<file path="src/sv/video_ram_access_port_assert.svh">
// Assertion macros shared by the access port modules.
`ifndef VIDEO_RAM_ACCESS_PORT_ASSERT_SVH
`define VIDEO_RAM_ACCESS_PORT_ASSERT_SVH

`ifndef ASSERT_OFF
// Checked only while out of reset.
`define VRAP_ASSERT_RST(label, clk, rst_n, prop, msg) \
    label: assert property (@(posedge clk) disable iff (!rst_n) prop) else $error(msg);
// Checked at every edge, reset included.
`define VRAP_ASSERT_ALL(label, clk, prop, msg) \
    label: assert property (@(posedge clk) prop) else $error(msg);
`else
`define VRAP_ASSERT_RST(label, clk, rst_n, prop, msg)
`define VRAP_ASSERT_ALL(label, clk, prop, msg)
`endif

`endif

</file>
<file path="src/sv/vrap_pkg.sv">
`timescale 1ns / 1ps
package vrap_pkg;

    localparam int VRAP_ADDR_BITS = 16;
    localparam int WORD_W         = 16;
    localparam int REG_IDX_W      = 3;
    localparam int IN_TDATA_W     = 24;
    localparam int IN_TUSER_W     = 1;
    localparam int OUT_TDATA_W    = 16;

    typedef enum logic [REG_IDX_W-1:0] {
        REG_POINTER   = 3'd0,
        REG_DATA      = 3'd1,
        REG_INCREMENT = 3'd2,
        REG_HBLANK    = 3'd3,
        REG_IRQ_ACK   = 3'd6
    } t_reg_idx;

    typedef enum logic {
        FUNC_READ  = 1'b0,
        FUNC_WRITE = 1'b1
    } t_func;

    // controller -> datapath
    typedef struct packed {
        logic exec;      // apply the accepted access to the registers/memory
        logic out_zero;  // load a zero result
        logic out_mem;   // load the registered memory word as result
    } t_dp_cmd;

    // datapath -> controller
    typedef struct packed {
        logic mem_read;  // current beat is a read of the data register
    } t_dp_stat;

endpackage

</file>
<file path="src/sv/vrap_ctrl.sv">
`timescale 1ns / 1ps
`include "video_ram_access_port_assert.svh"
module vrap_ctrl
    import vrap_pkg::*;
(
    input  logic     i_clk,
    input  logic     i_rst_n,
    input  logic     i_s_tvalid,
    output logic     o_s_tready,
    output logic     o_m_tvalid,
    input  logic     i_m_tready,
    input  t_dp_stat i_stat,
    output t_dp_cmd  o_cmd
);

    typedef enum logic [1:0] {
        S_IDLE,
        S_READ,
        S_OUT
    } t_state;

    t_state r_state, n_state;
    logic   r_m_tvalid, n_m_tvalid;
    logic   w_accept;

    // a waiting result leaves in the same cycle as the next beat comes in
    assign o_s_tready = (r_state == S_IDLE) || ((r_state == S_OUT) && i_m_tready);
    assign w_accept   = i_s_tvalid && o_s_tready;

    always_comb begin
        n_state = r_state;
        unique case (r_state)
            S_IDLE: if (w_accept) begin
                n_state = i_stat.mem_read ? S_READ : S_OUT;
            end
            S_READ: n_state = S_OUT;
            S_OUT: begin
                if (w_accept) begin
                    n_state = i_stat.mem_read ? S_READ : S_OUT;
                end else if (i_m_tready) begin
                    n_state = S_IDLE;
                end
            end
            default: n_state = S_IDLE;
        endcase
        n_m_tvalid = (n_state == S_OUT);
    end

    always_ff @(posedge i_clk) begin
        if (!i_rst_n) begin
            r_state    <= S_IDLE;
            r_m_tvalid <= 1'b0;
        end else begin
            r_state    <= n_state;
            r_m_tvalid <= n_m_tvalid;
        end
    end

    assign o_m_tvalid     = r_m_tvalid;
    assign o_cmd.exec     = w_accept;
    assign o_cmd.out_zero = w_accept && !i_stat.mem_read;
    assign o_cmd.out_mem  = (r_state == S_READ);

    `VRAP_ASSERT_RST(a_short_lat, i_clk, i_rst_n,
        (w_accept && !i_stat.mem_read) |=> o_m_tvalid,
        "result missing one cycle after non-data-read beat")
    `VRAP_ASSERT_RST(a_read_lat, i_clk, i_rst_n,
        (w_accept && i_stat.mem_read) |=> !o_m_tvalid ##1 o_m_tvalid,
        "data read result not two cycles after accept")
    `VRAP_ASSERT_RST(a_valid_state, i_clk, i_rst_n,
        o_m_tvalid == (r_state == S_OUT),
        "output valid disagrees with state")

endmodule

</file>
<file path="config.mk">
export PLATFORM = sky130hd
export DESIGN_NAME = vrap_ctrl
export DESIGN_NICKNAME = d
export VERILOG_FILES = /design/src/sv/vrap_pkg.sv /design/src/sv/vrap_ctrl.sv
export VERILOG_INCLUDE_DIRS = /design/src /design/src/sv
export SDC_FILE = /design/constraint.sdc
export NUM_CORES = 1
export LEC_CHECK = 0
export ABC_AREA = 1
export CAP_MARGIN = 20
export CORE_AREA = 3 3 40 42
export DETAILED_ROUTE_END_ITERATION = 10
export DIE_AREA = 0 0 43 45
export DONT_BUFFER_PORTS = 1
export GPL_ROUTABILITY_DRIVEN = 0
export GPL_TIMING_DRIVEN = 0
export PLACE_DENSITY = 0.3
export RECOVER_POWER = 50
export SLEW_MARGIN = 20
export SYNTH_ARGS = -nofsm -noshare
export SYNTH_HDL_FRONTEND = slang
export SYNTH_SLANG_ARGS = --single-unit
export TNS_END_PERCENT = 5
</file>
<file path="constraint.sdc">
create_clock -name i_clk -period 1.4 [get_ports i_clk]
set_input_delay 0.07 -clock i_clk [delete_from_list [all_inputs] [get_ports i_clk]]
set_output_delay 0.07 -clock i_clk [all_outputs]
set_load 0.01 [all_outputs]
</file>
# Word level (Yosys, flattened, before mapping)
# Cells that the tools add are included.
# W data, S select, Z words.
# totals
memories,0
ramBits,0
reg_bits,3
latch_bits,0
mem_bits_ro,0
output_inout_bits,5
# classes
bitwise,0
n_eq_ne,3
n_div,0
n_addsub,0
muxes,5
n_shift,0
reduce_logical,6
magnitude_cmp,0
mul,0
# op_table
operator,n
$mux W2,4
$pmux W2 S3,1
$eq A2 B2 Y1 const B,2
$logic_and A1 B1 Y1,3
$eq A2 B1 Y1 const B,1
$logic_not A2 Y1,1
$logic_not A1 Y1,1
$logic_or A1 B1 Y1,1

# Logic depth before layout (Yosys ltp)
# logic_depth
ltp_word,7
mapped_depth,7

# Worst setup path after synthesis
# Ideal clock, no wire load.
# synth_timing
kind,register -> register
from,register r_state[0]
to,"register r_m_tvalid, in the netlist o_m_tvalid"
required_time_ps,1336
path_buffers,0
arrival_ps,802
stages_incl_launch_ff,7
path_slack_ps,534
path_cell_list,dfxtp_1 inv_1 nor2_1 inv_1 nand2_1 nor2_1 nor2_1
# synth_lines
element,line,text
from (decl),vrap_ctrl.sv:22,"t_state r_state, n_state;"
from (signal assigned),vrap_ctrl.sv:54,r_state <= n_state;
to (signal assigned),vrap_ctrl.sv:55,r_m_tvalid <= n_m_tvalid;
to (decl),vrap_ctrl.sv:23,"logic r_m_tvalid, n_m_tvalid;"

# Worst setup path after layout
# layout_timing
from,register r_state[1]
to,output o_cmd[2] (netlist bit)
# layout_between
elab_chain_cells,4
# layout_rtl
element,line,text
$eq A2 B2 Y1,vrap_ctrl.sv:27,assign o_s_tready = (r_state == S_IDLE) || ((r_state == S_OUT) && i_m_tready);
$logic_and A1 B1 Y1,vrap_ctrl.sv:27,
$logic_or A1 B1 Y1 *,vrap_ctrl.sv:27,
$logic_and A1 B1 Y1 *,vrap_ctrl.sv:28,assign w_accept = i_s_tvalid && o_s_tready;
to (decl),vrap_ctrl.sv:13,output t_dp_cmd o_cmd
# Mark *: on every way between the ends. The rest lies on a longest branch, timed or not.

==> metrics.md <==
| Metric | Value |
|---|---|
| DR pass1 iterations | `2` |
| Crit Path Class | `reg -> out` |
| WL per Instance | `8.64 microns` |
| First-pass GRT wire length | `662 microns` |
| Count leader, synth | `nor2_1` |
| Post-synth top area share | `0.375` |
| WHS | `17.2 ps` |
| P_int | `0.000214 W` |
| Max-cap violations | `0` |
| Critical path's top delay family | `flip-flops` |
| Vias in the first global route | `163` |
| R2R setup slack | `430 ps` |
| Critical-path maximum fanout | `5` |
| Top FF cell, synth | `dfxtp_1` |
| Top post-synthesis cells by area | `dfxtp_1 (38%), nor2_1 (19%), inv_1 (12%)` |
| IO buf count | `0` |
| Crit. End Element | `output port` |
| Die H | `45 microns` |
| Post-synth ARST share | `0` |
| RSZ-0062 raised after global routing | `false` |
| Area growth syn-to-layout | `32.8%` |
| Final ANT Viol Nets | `0` |
| Hold crit path type | `in -> reg` |
| CTS Sinks | `3` |
| Largest net degree at the start of global routing | `6` |
| Clk root buf | `clkbuf_4` |
| Syn Inst Count | `25` |
| Hold Fails Final Rpt | `0` |
| Initial DRC Count | `3` |
| Crit-path cells | `nand2_1 -> nand3_2 -> inv_1 -> buf_4` |
| Critical Path Stages | `4` |
| Die area | `1940 sq um` |
| Area leader, netlist | `dfxtp_1` |
| H-tree depth | `1` |
| Top cell types by occurrence after synthesis | `nor2_1 (8), inv_1 (5), dfxtp_1 (3), nand2_1 (3)` |
| Total CTS buffers | `3` |
| Unique masters post-synth | `10` |
| Reg2reg start | `r_state[1]` |
| CTS tree | `built` |
| Starting Density | `0.125` |
| Row Count | `13` |
| Synthesized flop and latch total | `3` |
| Final Cycle Share | `0.750` |
| CP max stage delay | `380 ps` |
| Clock Power Share | `0.529` |
| Yosys warning total | `0` |
| Synth Cell Area | `160 sq um` |
| Vias per inst | `3.60` |
| Io pins | `10` |
| CP Launch Type | `flop` |
| DR vias | `162` |
| Depth of the most critical reg-to-reg path | `6` |
| Switch Pwr | `0.0000742 W` |
| Switching part of the total | `0.257` |
| Worst rel slew slack | `0.820` |
| Crit path DAT | `980 ps` |
| Leak Pwr | `0.104 nW` |
| Fin crit period | `1050 ps` |
| Total gr overflow | `0` |
| DRC violations left | `0` |
| Seq/Total Area, Yosys | `0.375` |
| Share of post-route cells with drive strength above 1 | `0.167` |
| Status | `completed` |
| Number of setup violations in the final report | `0` |
| HPWL Detailed | `280 microns` |
| Die Wd | `43 microns` |
| # diodes | `0` |
| Post-CTS Setup Bufs | `0` |
| GRT Overall Usage | `0.0549` |
| Critical Path End | `o_cmd[2]` |
| Comb power frac | `0.129` |
| TNS Setup | `0 ps` |
| Critical Path Start | `r_state[1]` |
| Buffers and inverters on the worst path | `2` |
| Worst R2R End | `o_m_tvalid` |
| Clk Latency, worst-skew pair | `230 ps` |
| Placed Area | `179 sq um` |
| Initial antenna violation count | `0` |
| Final wirelength | `389 microns` |
| Max Clk Rate | `0.953 GHz` |
| Slowest cell on crit path | `dfxtp_1` |
| Final slew viol count | `0` |
| Crit path required time | `1330 ps` |
| CTS Buffer Depth | `2` |
| Clock slew at reported path FFs | `40 ps` |
| Pwr/cell area | `1350 nW/um^2` |
| Worst-Margin Slew | `269 ps` |
| Syn_area_per_cell | `6.41 sq um` |
| Final #Nets | `36` |
| Number of enable flip-flop cells after synthesis | `0` |
| Cell area after layout | `213 sq um` |
| Total core area | `1280 sq um` |
| Syn nets | `30` |
| Sequential fraction of design power | `0.342` |
| VDD IR max | `0.224 mV` |
| Post_cts resized | `0` |
| Final Skew | `0.712 ps` |
power by group through the flow:
| stage | sequential, W | clock, W | combinational (W) |
|---|---|---|---|
| after CTS | 0.0000989 | 0.000167 | 0.0000383 |
| after global placement | 0.000100 | 0 | 0.0000354 |
| after global routing | 0.0000993 | 0.000179 | 0.0000437 |
| after detailed placement | 0.000100 | 0 | 0.0000357 |
| after floorplan | 0.0000990 | 0 | 0.0000311 |
| final | 0.0000986 | 0.000153 | 0.0000371 |
layer usage:
layer	up-vias	track usage	share of wire	wire, microns
met5	-	0	0	0
met1	69	0.0481	0.42	164
met4	0	0.0904	0	0
li1	84	-	-	-
met3	0	0.0478	0.17	68
met2	9	0.0569	0.40	156
cells in the final DEF, fill, tap and decap left out:
| master | count |
|---|---|
| nor2_1 | 8 |
| inv_1 | 5 |
| nand2_1 | 4 |
| clkbuf_4 | 3 |
| dfxtp_1 | 3 |
| nand3_2 | 1 |
| a21oi_1 | 1 |
| nor3_1 | 1 |
| nand4_1 | 1 |
| buf_4 | 1 |
| clkbuf_1 | 1 |
| dlygate4sd3_1 | 1 |
layout make-up:
class	instances	area (sq um)
fill	157	1070
tap	15	18.8
inverter	5	18.8
multi-input combinational	16	71.3
timing repair buffer	1	10.0
sequential	3	60.1
buffer	1	7.51
clock buffer	4	26.3
registers in the layout, indices dropped and copies added (netlist names):
register and count:
o_m_tvalid 1, r_state 2
worst min-delay path by stage:
stage	startpoint	end	slack [ps]	depth (start not counted)
4_1_cts	i_stat	r_state[0]	5	2
3_3_place_gp	i_stat	o_cmd[1]	190	1
3_5_place_dp	i_stat	o_cmd[1]	190	1
6_report	i_stat	r_state[0]	20	2
2_1_floorplan	i_stat	o_cmd[1]	190	1
5_1_grt	i_stat	r_state[0]	20	2
timing repair:
action / 4_1_cts / 5_1_grt
hold buffers: 1 / 0
hold endpoints to repair: 3 / 0
endpoints found under the setup margin: 0 / 0
cell families after synthesis:
logic type,after synthesis,share of synthesized area
flops,3,0.375
simple gates,15,0.430
compound gates,1,0.0312
buf+inv,6,0.164
through the flow:
stage	setup WS, ps	instances	utilization	power [W]
6_report	350	45	0.166	0.000288
2_1_floorplan	534	25	-	0.000130
3_5_place_dp	443	40	0.139	0.000136
5_1_grt	257	45	0.166	0.000322
4_1_cts	338	45	0.167	0.000304
3_3_place_gp	435	40	0.139	0.000135
No activity file was read; power rests on OpenSTA's default activity.
